$ cat config.mk
export PLATFORM = sky130hd
export DESIGN_NAME = button_debounce_press_classifier
export DESIGN_NICKNAME = d
export VERILOG_FILES = /design/src/sv/bdpc_pkg.sv /design/src/sv/bdpc_button.sv /design/src/sv/button_debounce_press_classifier.sv
export VERILOG_INCLUDE_DIRS = /design/src /design/src/sv
export SDC_FILE = /design/constraint.sdc
export NUM_CORES = 1
export LEC_CHECK = 0
export BUFFER_PORTS_ARGS = -buffer_cell sky130_fd_sc_hd__buf_2
export CORE_AREA = 2 2 169 171
export CTS_CLUSTER_DIAMETER = 120
export DETAILED_ROUTE_END_ITERATION = 12
export DIE_AREA = 0 0 171 173
export GPL_TIMING_DRIVEN = 0
export PLACE_DENSITY = 0.78
export SLEW_MARGIN = 20
export SYNTH_ARGS = -nofsm -noshare
export SYNTH_HDL_FRONTEND = slang
export SYNTH_HIERARCHICAL = 1
export SYNTH_SLANG_ARGS = --single-unit
export TNS_END_PERCENT = 100
$ cat constraint.sdc
create_clock -name clk -period 3.7 [get_ports clk]
set_input_delay 0.555 -clock clk [delete_from_list [all_inputs] [get_ports clk]]
set_output_delay 0.555 -clock clk [all_outputs]
set_load 0.01 [all_outputs]
$ cat src/sv/button_debounce_press_classifier_assert.svh
// assertion macros shared by the classifier rtl
`ifndef BUTTON_DEBOUNCE_PRESS_CLASSIFIER_ASSERT_SVH
`define BUTTON_DEBOUNCE_PRESS_CLASSIFIER_ASSERT_SVH

// condition in this cycle implies consequence in the same cycle
`define BDPC_ASSERT_SAME(name, ante, cons, msg) \
  name: assert property (@(posedge clk) disable iff (!rst_n) (ante) |-> (cons)) \
    else $error(msg);

// condition in this cycle implies consequence in the next cycle
`define BDPC_ASSERT_NEXT(name, ante, cons, msg) \
  name: assert property (@(posedge clk) disable iff (!rst_n) (ante) |=> (cons)) \
    else $error(msg);

`endif

$ cat src/sv/bdpc_pkg.sv
`timescale 1ns / 1ps

package bdpc_pkg;

  localparam int BUTTON_COUNT = 5;
  localparam int PIN_W        = 5;
  localparam int ACT_W        = 2 * PIN_W;
  localparam int IDX_W        = 3;
  localparam int SETTLE_W     = 10;
  localparam int HOLD_W       = 16;
  localparam int CFG_DATA_W   = 16;
  localparam int CFG_IDX_W    = 2;

  typedef enum logic [1:0] {
    CMD_SAMPLE = 2'd0,
    CMD_TICK   = 2'd1,
    CMD_CLEAR  = 2'd2,
    CMD_QUERY  = 2'd3
  } cmd_t;

  typedef enum logic [1:0] {
    ACT_NONE      = 2'd0,
    ACT_SHORT     = 2'd1,
    ACT_LONG      = 2'd2,
    ACT_VERY_LONG = 2'd3
  } act_t;

  typedef enum logic [CFG_IDX_W-1:0] {
    REG_DEBOUNCE_TICKS  = 2'd0,
    REG_LONG_TICKS      = 2'd1,
    REG_VERY_LONG_TICKS = 2'd2,
    REG_PRESSED_LEVEL   = 2'd3
  } cfg_idx_t;

  typedef struct packed {
    logic [SETTLE_W-1:0] debounce_ticks;
    logic [HOLD_W-1:0]   long_press_ticks;
    logic [HOLD_W-1:0]   very_long_press_ticks;
    logic                pressed_level;
  } cfg_t;

  typedef struct packed {
    logic pressed;
    act_t action;
  } btn_stat_t;

endpackage

$ cat src/sv/bdpc_button.sv
`timescale 1ns / 1ps

module bdpc_button import bdpc_pkg::*; (
  input  logic      clk,
  input  logic      rst_n,
  input  logic      step,
  input  cmd_t      cmd,
  input  logic      pin,
  input  cfg_t      cfg,
  output btn_stat_t stat,
  output btn_stat_t stat_nxt
);

  typedef enum logic [1:0] {
    PH_START = 2'd0,
    PH_UP    = 2'd1,
    PH_WAIT  = 2'd2,
    PH_DOWN  = 2'd3
  } phase_t;

  phase_t              phase_r, phase_nxt;
  logic [SETTLE_W-1:0] settle_r, settle_nxt;
  logic                await_r, await_nxt;
  logic [HOLD_W-1:0]   hold_r, hold_nxt;
  act_t                act_r, act_nxt;
  logic                down;

  assign down = (pin == cfg.pressed_level);

  always_comb begin
    phase_nxt  = phase_r;
    settle_nxt = settle_r;
    await_nxt  = await_r;
    hold_nxt   = hold_r;
    act_nxt    = act_r;
    if (step) begin
      unique case (cmd)
        CMD_SAMPLE: begin
          unique case (phase_r)
            PH_START: begin
              if (!down) phase_nxt = PH_UP;
            end
            PH_UP: begin
              if (down) begin
                phase_nxt  = PH_WAIT;
                settle_nxt = '0;
              end
            end
            PH_WAIT: begin
              // a count above a lowered limit still counts as settled
              if (settle_r >= cfg.debounce_ticks) phase_nxt = down ? PH_DOWN : PH_UP;
            end
            PH_DOWN: begin
              if (!down) begin
                phase_nxt  = PH_WAIT;
                settle_nxt = '0;
              end
            end
            default: phase_nxt = phase_r;
          endcase
          // classification sees the phase after this sample
          if (act_r == ACT_NONE) begin
            if (!await_r) begin
              if (phase_nxt == PH_DOWN) await_nxt = 1'b1;
            end else if (phase_nxt == PH_UP) begin
              await_nxt = 1'b0;
              if (hold_r >= cfg.very_long_press_ticks) act_nxt = ACT_VERY_LONG;
              else if (hold_r >= cfg.long_press_ticks) act_nxt = ACT_LONG;
              else act_nxt = ACT_SHORT;
            end
          end
        end
        CMD_TICK: begin
          if (settle_r < cfg.debounce_ticks) settle_nxt = settle_r + 1'b1;
          if (await_r) begin
            if (hold_r != '1) hold_nxt = hold_r + 1'b1;
          end else begin
            hold_nxt = '0;
          end
        end
        CMD_CLEAR: act_nxt = ACT_NONE;
        CMD_QUERY: act_nxt = act_r;
        default:   act_nxt = act_r;
      endcase
    end
  end

  always_ff @(posedge clk) begin
    if (!rst_n) begin
      phase_r  <= PH_START;
      settle_r <= '0;
      await_r  <= 1'b0;
      hold_r   <= '0;
      act_r    <= ACT_NONE;
    end else begin
      phase_r  <= phase_nxt;
      settle_r <= settle_nxt;
      await_r  <= await_nxt;
      hold_r   <= hold_nxt;
      act_r    <= act_nxt;
    end
  end

  assign stat.pressed     = (phase_r == PH_DOWN);
  assign stat.action      = act_r;
  assign stat_nxt.pressed = (phase_nxt == PH_DOWN);
  assign stat_nxt.action  = act_nxt;

endmodule

$ cat src/sv/button_debounce_press_classifier.sv
// Debounces five buttons and classifies each finished press as short, long or
// very long by two hold thresholds; a latched action stays until a clear command.
// One command is taken every clock cycle unless a stalled result blocks it.
// An item passes an input register, where the per-button state is updated, and
// then a result register, which offers its result; a stalled result holds the input
// register and a new command is taken in the same cycle the result register drains.
`timescale 1ns / 1ps

`include "button_debounce_press_classifier_assert.svh"

module button_debounce_press_classifier import bdpc_pkg::*; (
  input  logic                  clk,
  input  logic                  rst_n,
  input  logic                  in_valid,
  output logic                  in_ready,
  input  logic [1:0]            in_command,
  input  logic [PIN_W-1:0]      in_pin_levels,
  input  logic [IDX_W-1:0]      in_button_index,
  output logic                  out_valid,
  input  logic                  out_ready,
  output logic [ACT_W-1:0]      out_actions,
  output logic [1:0]            out_selected_action,
  output logic [PIN_W-1:0]      out_debounced_pressed,
  input  logic                  cfg_we,
  input  logic [CFG_IDX_W-1:0]  cfg_index,
  input  logic [CFG_DATA_W-1:0] cfg_wdata
);

  cfg_t              cfg_r;
  logic              s1_valid_r;
  cmd_t              s1_cmd_r;
  logic [PIN_W-1:0]  s1_pins_r;
  logic [IDX_W-1:0]  s1_idx_r;
  logic              s1_advance;
  logic              out_valid_r;
  logic [ACT_W-1:0]  actions_r, actions_nxt;
  act_t              sel_r, sel_nxt;
  logic [PIN_W-1:0]  pressed_r, pressed_nxt, pressed_cur;
  btn_stat_t         stat [BUTTON_COUNT];
  btn_stat_t         stat_nxt [BUTTON_COUNT];

  always_ff @(posedge clk) begin
    if (!rst_n) begin
      cfg_r.debounce_ticks        <= SETTLE_W'(50);
      cfg_r.long_press_ticks      <= HOLD_W'(1000);
      cfg_r.very_long_press_ticks <= HOLD_W'(3000);
      cfg_r.pressed_level         <= 1'b0;
    end else if (cfg_we) begin
      unique case (cfg_idx_t'(cfg_index))
        REG_DEBOUNCE_TICKS:  cfg_r.debounce_ticks        <= cfg_wdata[SETTLE_W-1:0];
        REG_LONG_TICKS:      cfg_r.long_press_ticks      <= cfg_wdata[HOLD_W-1:0];
        REG_VERY_LONG_TICKS: cfg_r.very_long_press_ticks <= cfg_wdata[HOLD_W-1:0];
        REG_PRESSED_LEVEL:   cfg_r.pressed_level         <= cfg_wdata[0];
        default:             cfg_r <= cfg_r;
      endcase
    end
  end

  assign s1_advance = !out_valid_r || out_ready;
  assign in_ready   = !s1_valid_r || s1_advance;

  always_ff @(posedge clk) begin
    if (!rst_n) begin
      s1_valid_r <= 1'b0;
    end else if (in_ready) begin
      s1_valid_r <= in_valid;
    end
  end

  always_ff @(posedge clk) begin
    if (in_valid && in_ready) begin
      s1_cmd_r  <= cmd_t'(in_command);
      s1_pins_r <= in_pin_levels;
      s1_idx_r  <= in_button_index;
    end
  end

  for (genvar i = 0; i < BUTTON_COUNT; i++) begin : g_btn
    bdpc_button u_button (
      .clk      (clk),
      .rst_n    (rst_n),
      .step     (s1_valid_r && s1_advance),
      .cmd      (s1_cmd_r),
      .pin      (s1_pins_r[i]),
      .cfg      (cfg_r),
      .stat     (stat[i]),
      .stat_nxt (stat_nxt[i])
    );
    assign actions_nxt[2*i +: 2] = stat_nxt[i].action;
    assign pressed_nxt[i]        = stat_nxt[i].pressed;
    assign pressed_cur[i]        = stat[i].pressed;
  end

  always_comb begin
    sel_nxt = ACT_NONE;
    if (s1_idx_r < IDX_W'(BUTTON_COUNT)) sel_nxt = stat_nxt[s1_idx_r].action;
  end

  always_ff @(posedge clk) begin
    if (!rst_n) begin
      out_valid_r <= 1'b0;
    end else if (s1_advance) begin
      out_valid_r <= s1_valid_r;
    end
  end

  always_ff @(posedge clk) begin
    if (s1_valid_r && s1_advance) begin
      actions_r <= actions_nxt;
      sel_r     <= sel_nxt;
      pressed_r <= pressed_nxt;
    end
  end

  assign out_valid             = out_valid_r;
  assign out_actions           = actions_r;
  assign out_selected_action   = sel_r;
  assign out_debounced_pressed = pressed_r;

  `BDPC_ASSERT_NEXT(a_clear_empties,
    s1_valid_r && s1_advance && s1_cmd_r == CMD_CLEAR,
    out_actions == '0 && out_selected_action == ACT_NONE,
    "clear left an action latched")
  `BDPC_ASSERT_NEXT(a_stall_holds_item, s1_valid_r && !s1_advance, s1_valid_r,
    "input stage dropped an item during output stall")
  `BDPC_ASSERT_NEXT(a_pressed_only_on_sample,
    !(s1_valid_r && s1_advance && s1_cmd_r == CMD_SAMPLE), $stable(pressed_cur),
    "debounced level changed without a sample")
  `BDPC_ASSERT_SAME(a_selected_in_actions,
    out_valid_r && out_selected_action != ACT_NONE, out_actions != '0,
    "selected action missing from action vector")

endmodule
* Word level (Yosys, flattened, before mapping)
Cells that the tools add are included.
** Storage, ports and cells
- Input bits :: 33
- Register bits :: 227
- Output and inout port bits :: 19
** Operators by class
- $lt $le $gt $ge :: 22
- Bitwise gates (word level) :: 1
- $add $sub $neg :: 10
- Reduce and logical (&&, ||, !) cells :: 38
- Equality and inequality tests :: 70
- Multiplexer cells :: 138
** Operator list (count)
- 10-bit one-hot mux with 2 select lines :: 10
- 16-bit >= comparator :: 10
- 16-bit two-way mux :: 10
- 2-bit two-way mux :: 77
- 10-bit two-way mux :: 15
- 16-bit by 1-bit adder with 16-bit output (second input constant) :: 5
- 16-bit != test (second input constant) :: 5
- 10-bit by 1-bit adder with 10-bit output (second input constant) :: 5
- 10-bit >= comparator :: 5
- 10-bit < comparator :: 5
- 2-bit == test (second input constant) :: 23
- 2-bit one-hot mux with 4 select lines :: 5
- 3-bit AND reduction :: 10
- 6-bit AND reduction :: 5
- 2-bit by 1-bit == test with 1-bit output (second input constant) :: 12
- 2-bit logical NOT :: 12
- 2-bit one-hot mux with 2 select lines :: 5
- 3-bit by 2-bit != test with 1-bit output (second input constant) :: 6
- 1-bit two-way mux :: 15
- 3-bit != test (second input constant) :: 5
- 3-bit by 1-bit != test with 1-bit output (second input constant) :: 4
- 2-bit by 1-bit != test with 1-bit output (second input constant) :: 5
- 2-bit != test (second input constant) :: 5
- 3-bit binary-select mux with 3-bit select :: 1
- 9 further kinds :: 19

* Depth between registers and ports, before layout
- Depth in word-level cells :: 15
- Gate-level depth with buffers :: 11

* Modules after synthesis
The synthesis kept the hierarchy.
** By module, submodules not included
- bdpc_button (g_btn[0].u_button ...) :: cells each 344, area each 2668.8 um2, seq. area each 620.6 um2, instances 4
- button_debounce_press_classifier :: cells each 242, area each 2653.8 um2, seq. area each 1711.6 um2, instances 1
- bdpc_button (g_btn[2].u_button) :: cells each 326, area each 2606.2 um2, seq. area each 620.6 um2, instances 1

* Worst setup path after synthesis
OpenSTA, ideal clock, no wires.
- Kind :: input-to-reg
- Start point :: input out_ready
- End point :: register sel_r[1], in the netlist out_selected_action[1] (data pin)
- Arrival time :: 3584 ps
- Path buffers :: 0
- Stages on the path :: 11
- Required time :: 3571 ps
- Setup slack :: -13 ps
- Path through :: nor2b_1 nor2b_1 nand2b_1 nor2_1 nand3_1 o211ai_1 o2111ai_1 nand2_1 mux2i_1 nor3b_1 or3_1
** Between the ends
- Longest elaborated chain between the ends :: 6
** RTL lines
- start, declared :: RTL line button_debounce_press_classifier.sv:20 : input logic out_ready,
- 1-bit logical OR :: RTL line button_debounce_press_classifier.sv:59 : assign s1_advance = !out_valid_r || out_ready;
- 1-bit logical AND :: RTL line button_debounce_press_classifier.sv:82 : .step (s1_valid_r && s1_advance),
- 2-bit two-way mux :: RTL line bdpc_button.sv:36 : if (step) begin
- via actions_nxt[7] :: RTL line button_debounce_press_classifier.sv:36 : logic [ACT_W-1:0] actions_r, actions_nxt;
- 3-bit binary-select mux with 3-bit select :: RTL line button_debounce_press_classifier.sv:96 : if (s1_idx_r < IDX_W'(BUTTON_COUNT)) sel_nxt = stat_nxt[s1_idx_r].action;
- 2-bit two-way mux (implied by the code) (2 in a row) :: RTL line button_debounce_press_classifier.sv:96
- end signal, assigned :: RTL line button_debounce_press_classifier.sv:110 : sel_r <= sel_nxt;
- end, declared :: RTL line button_debounce_press_classifier.sv:37 : act_t sel_r, sel_nxt;
The timed path passes the listed nets, and every way through them passes these cells. The select of a mux whose other input is x is not followed.
A chain may end at the register's enable or synchronous reset.

* Worst setup path after layout
- Start point :: register cfg_r[38] in the netlist's numbering
- End point :: register sel_r[0], in the netlist out_selected_action[0] (data pin)
** Between the ends
- Longest elaborated chain between the ends :: 14
** RTL lines
- start, declared :: RTL line button_debounce_press_classifier.sv:29 : cfg_t cfg_r;
- start signal, assigned :: RTL line button_debounce_press_classifier.sv:54 : default: cfg_r <= cfg_r;
- 10-bit >= comparator :: RTL line bdpc_button.sv:51 : if (settle_r >= cfg.debounce_ticks) phase_nxt = down ? PH_DOWN : PH_UP;
- 2-bit two-way mux :: RTL line bdpc_button.sv:51
- 2-bit one-hot mux with 4 select lines :: RTL line bdpc_button.sv:39 : unique case (phase_r)
- 2-bit two-way mux :: RTL line bdpc_button.sv:37 : unique case (cmd)
- 2-bit two-way mux :: RTL line bdpc_button.sv:36
- 2-bit by 1-bit == test with 1-bit output :: RTL line bdpc_button.sv:65 : end else if (phase_nxt == PH_UP) begin
- 2-bit two-way mux :: RTL line bdpc_button.sv:65
- 2-bit two-way mux :: RTL line bdpc_button.sv:63 : if (!await_r) begin
- 2-bit two-way mux :: RTL line bdpc_button.sv:62 : if (act_r == ACT_NONE) begin
- 2-bit one-hot mux with 2 select lines :: RTL line bdpc_button.sv:37
- 2-bit two-way mux :: RTL line bdpc_button.sv:36
- via actions_nxt[4] :: RTL line button_debounce_press_classifier.sv:36
- 3-bit binary-select mux with 3-bit select :: RTL line button_debounce_press_classifier.sv:96
- 2-bit two-way mux (implied by the code) (2 in a row) :: RTL line button_debounce_press_classifier.sv:96
The timed path passes the listed nets, and every way through them passes these cells. The select of a mux whose other input is x is not followed.

==> results.cfg <==
[outcome]
status = completed

[placement]
numPortBuffers = 51
gp_congestion = 0.928
place_area_mm2 = 0.0167
dp_hpwl_um = 32400

[global_route]
grt_max_degree = 27
grt-ovfl-total = 0
grt_pass1_wl_um = 68900
antenna_found_initial = 0
grt_pass1_vias = 13700
gr-usage-all-layers_pct = 28.9

[die]
row_count = 61
io_pins = 52
die_w_um = 171
dieArea_mm2 = 0.0296
core_area_mm2 = 0.0276
start_util_pct = 57.7
die_h_um = 173

[clock_tree]
clockBufferDepth = 3
cts_buffers = 26
cts-root-buf = clkbuf_16
hold_buffers = 0
cts.clk_slew.worst_paths_ns = 0.07
clock_latency_ns = 0.55
htree_levels = 1
cts_tree = yes
cts_sinks = 227

[power_and_ir_drop]
p_per_area_mw_per_mm2 = 338
finalPower_mw = 5.97
power_leakage_nw = 7.78
ir_drop_v = 0.000279

[synth]
synth_top_area_cell = dfxtp_1
synth_nets = 2197
synth_area_leaders = dfxtp_1 (25%), ha_1 (17%), inv_1 (6.3%)
synth_seq_area_share_pct = 30.2
netlist.area_leader.share_pct = 25.1
avgSynthCellArea_um2 = 8.20
ys.flop_type = dfxtp_1
ys_ff_latch = 227
synth_cells = 1944
ys.warnings.count = 6
async_flop_share_pct = 0
synth_cell_types = 67
synth_area_mm2 = 0.0159
synth-edff-count = 27

[finish]
fin_nets = 2278
drive_gt1_share_pct = 8.80
area.growth.synth_to_final_pct = 10.9
diodes = 0
n_fill_cell = 2389
design_area_mm2 = 0.0177

[detailed_routing]
first_pass_iters = 5
route.vias.total = 14500
drc = 0
totalWireLength_um = 43700
avgRoutedWirePerCell_um = 18.0
ant_nets = 0
drt_iter0_markers = 1190
via_per_inst = 5.98

[sta]
fin_crit_sh_pct = 96.1
grt_setup_unrepaired = false
hold_viol = 0
setup_violations = 0
drv_slew = 0
fmax_mhz = 281
worst_pin_slew_ns = 0.811
finClkSkew_ns = 0.0226
relSlewSlack_pct = 45.9
min_period_ns = 3.55

[worst_setup_path]
crit_path_start_kind = register
critPathMaxFanout = 6
cpPeakStageDelay_ns = 0.58
endpoint_kind = register
worst_ep_required_time_ns = 3.99
cp_slowest_cell = a2111oi_4
crit_arrival_ns = 3.84
critical_path.cell_chain = inv_1 > ha_1 > a21oi_2 > o21ai_2 > a2111oi_4 > o311ai_1 > o211ai_1 > nand2_1 > mux2i_1 > nor3b_1 > or3_1
critPathKind = reg -> reg

[min_path]
hold_class = in -> reg

[run]
maxCapViolCount = 0
==> where the power goes <==
group	internal (mW)	switching, mW
Combinational	0.172	0.299
Sequential	2.53	0.0865
Clock	1.76	1.11
Total	4.47	1.50
==> worst paths after layout <==
kind	slack [ns]	to	cells after the start	startpoint
max	0.15	out_selected_action[0]	11	cfg_r[38]
max reg2reg	0.15	out_selected_action[0]	11	cfg_r[38]
min	0.17	s1_idx_r[1]	1	in_button_index[1]
min reg2reg	0.50	g_btn[2].u_button/act_r[1]	1	g_btn[2].u_button/act_r[0]
==> cells in the mapped netlist, types with 11 or more instances <==
library cell	number
ha_1	220
or3_1	23
nor2_1	134
o21a_1	15
xnor2_1	61
mux2i_1	11
a21oi_1	113
and4_1	12
a31oi_1	13
and3_1	26
xor2_1	32
nand4_1	54
a21o_1	13
nand2_1	229
dfxtp_1	200
or4_1	11
o21ai_0	72
inv_1	268
nor3_1	33
o211ai_1	29
nor2b_1	13
a211oi_1	22
clkbuf_1	12
o2111ai_1	13
a21boi_0	16
nor4_1	12
edfxtp_1	27
nand2b_1	11
nand3_1	85
==> cell families (layout without fill, tap and decap cells) <==
kind of cell               after synthesis  after routing  share of synthesized area, %
xor gates and xnor gates                98             98                          5.82
and+or+nand+nor                        695            695                          21.7
DFF                                    227            227                          30.2
AOI/OAI and AO/OA                      396            396                          17.0
adders and majority gates              220            220                          17.3
buffers and inverters                  297            398                          7.33
muxes                                   11             11                         0.691
==> layout make-up <==
type / instances / area, µm² / share of cell area (%)
Clock inverter: 17 / 219 / 1.24
Inverter: 272 / 1020 / 5.78
Sequential cell: 227 / 4820 / 27.3
Buffer: 25 / 146 / 0.828
Timing Repair Buffer: 53 / 303 / 1.71
Tap cell: 378 / 473 / 2.68
Clock buffer: 31 / 732 / 4.14
Multi-Input combinational cell: 1420 / 9960 / 56.4
==> metrics by stage <==
step | std cells | setup TNS, ns | hold slack, ns | setup WS (ns) | util (%)
3_3_place_gp | 2373 | -11.65 | 0.487 | -0.888 | 60.3
4_1_cts | 2423 | 0 | 0.163 | 0.156 | 64.0
2_1_floorplan | 1944 | 0 | 0.465 | 0.610 | -
6_report | 2423 | 0 | 0.175 | 0.145 | 64.0
3_5_place_dp | 2375 | 0 | 0.497 | 0.0949 | 60.5
5_1_grt | 2423 | 0 | 0.171 | 0.00172 | 64.0
==> flip-flops by register name, summed over array words and instances, names as in the netlist, named ones only <==
signal / count
g_btn.u_button/settle_r: 50
g_btn.u_button/act_r: 10
s1_pins_r: 5
s1_valid_r: 1
out_valid: 1
g_btn.u_button/hold_r: 80
s1_cmd_r: 2
out_selected_action: 2
out_debounced_pressed: 5
out_actions: 10
g_btn.u_button/phase_r: 10
s1_idx_r: 3
cfg_r: 43
==> routing by layer <==
layer  part of all wire, %  wire length [µm]  track usage (%)  vias to the layer above
met3                   7.3              3210             3.82                       92
met5                     0                 0                0                        -
met2                    46             20200             48.4                      495
met4                   3.2              1400             9.78                        0
met1                    43             18900             38.2                     6886
li1                      -                 -                -                     7020
==> cells in the final DEF, fill, tap and decap left out, drive strengths merged, types with 12 or more instances in the layout <==
master,count
a211oi,22
inv,273
ha,220
a21oi,119
nor4,12
a21o,13
a31oi,13
nor2,142
dfxtp,200
buf,66
clkbuf,43
xor2,32
nand2,229
nand4,58
o211ai,29
o21ai,92
o21a,15
o2111ai,13
or3,23
nand3,85
xnor2,61
nor2b,13
and4,12
and3,26
nor3,41
edfxtp,27
a21boi,30
==> critical path, delay by kind of cell, from the launching register on <==
family	cells	cell delay [ns]
buf+inv	1	0.09
mux	1	0.33
simple gates	3	0.60
compound gates	5	1.38
fa+ha+maj	1	0.35
flops	1	0.54
==> what timing repair did <==
item / 4_1_cts / 5_1_grt
setup buffers: 0 / 0
endpoints found under the setup margin: 0 / 1
gates resized for setup: 0 / 1
No activity file was read; power rests on OpenSTA's default activity.
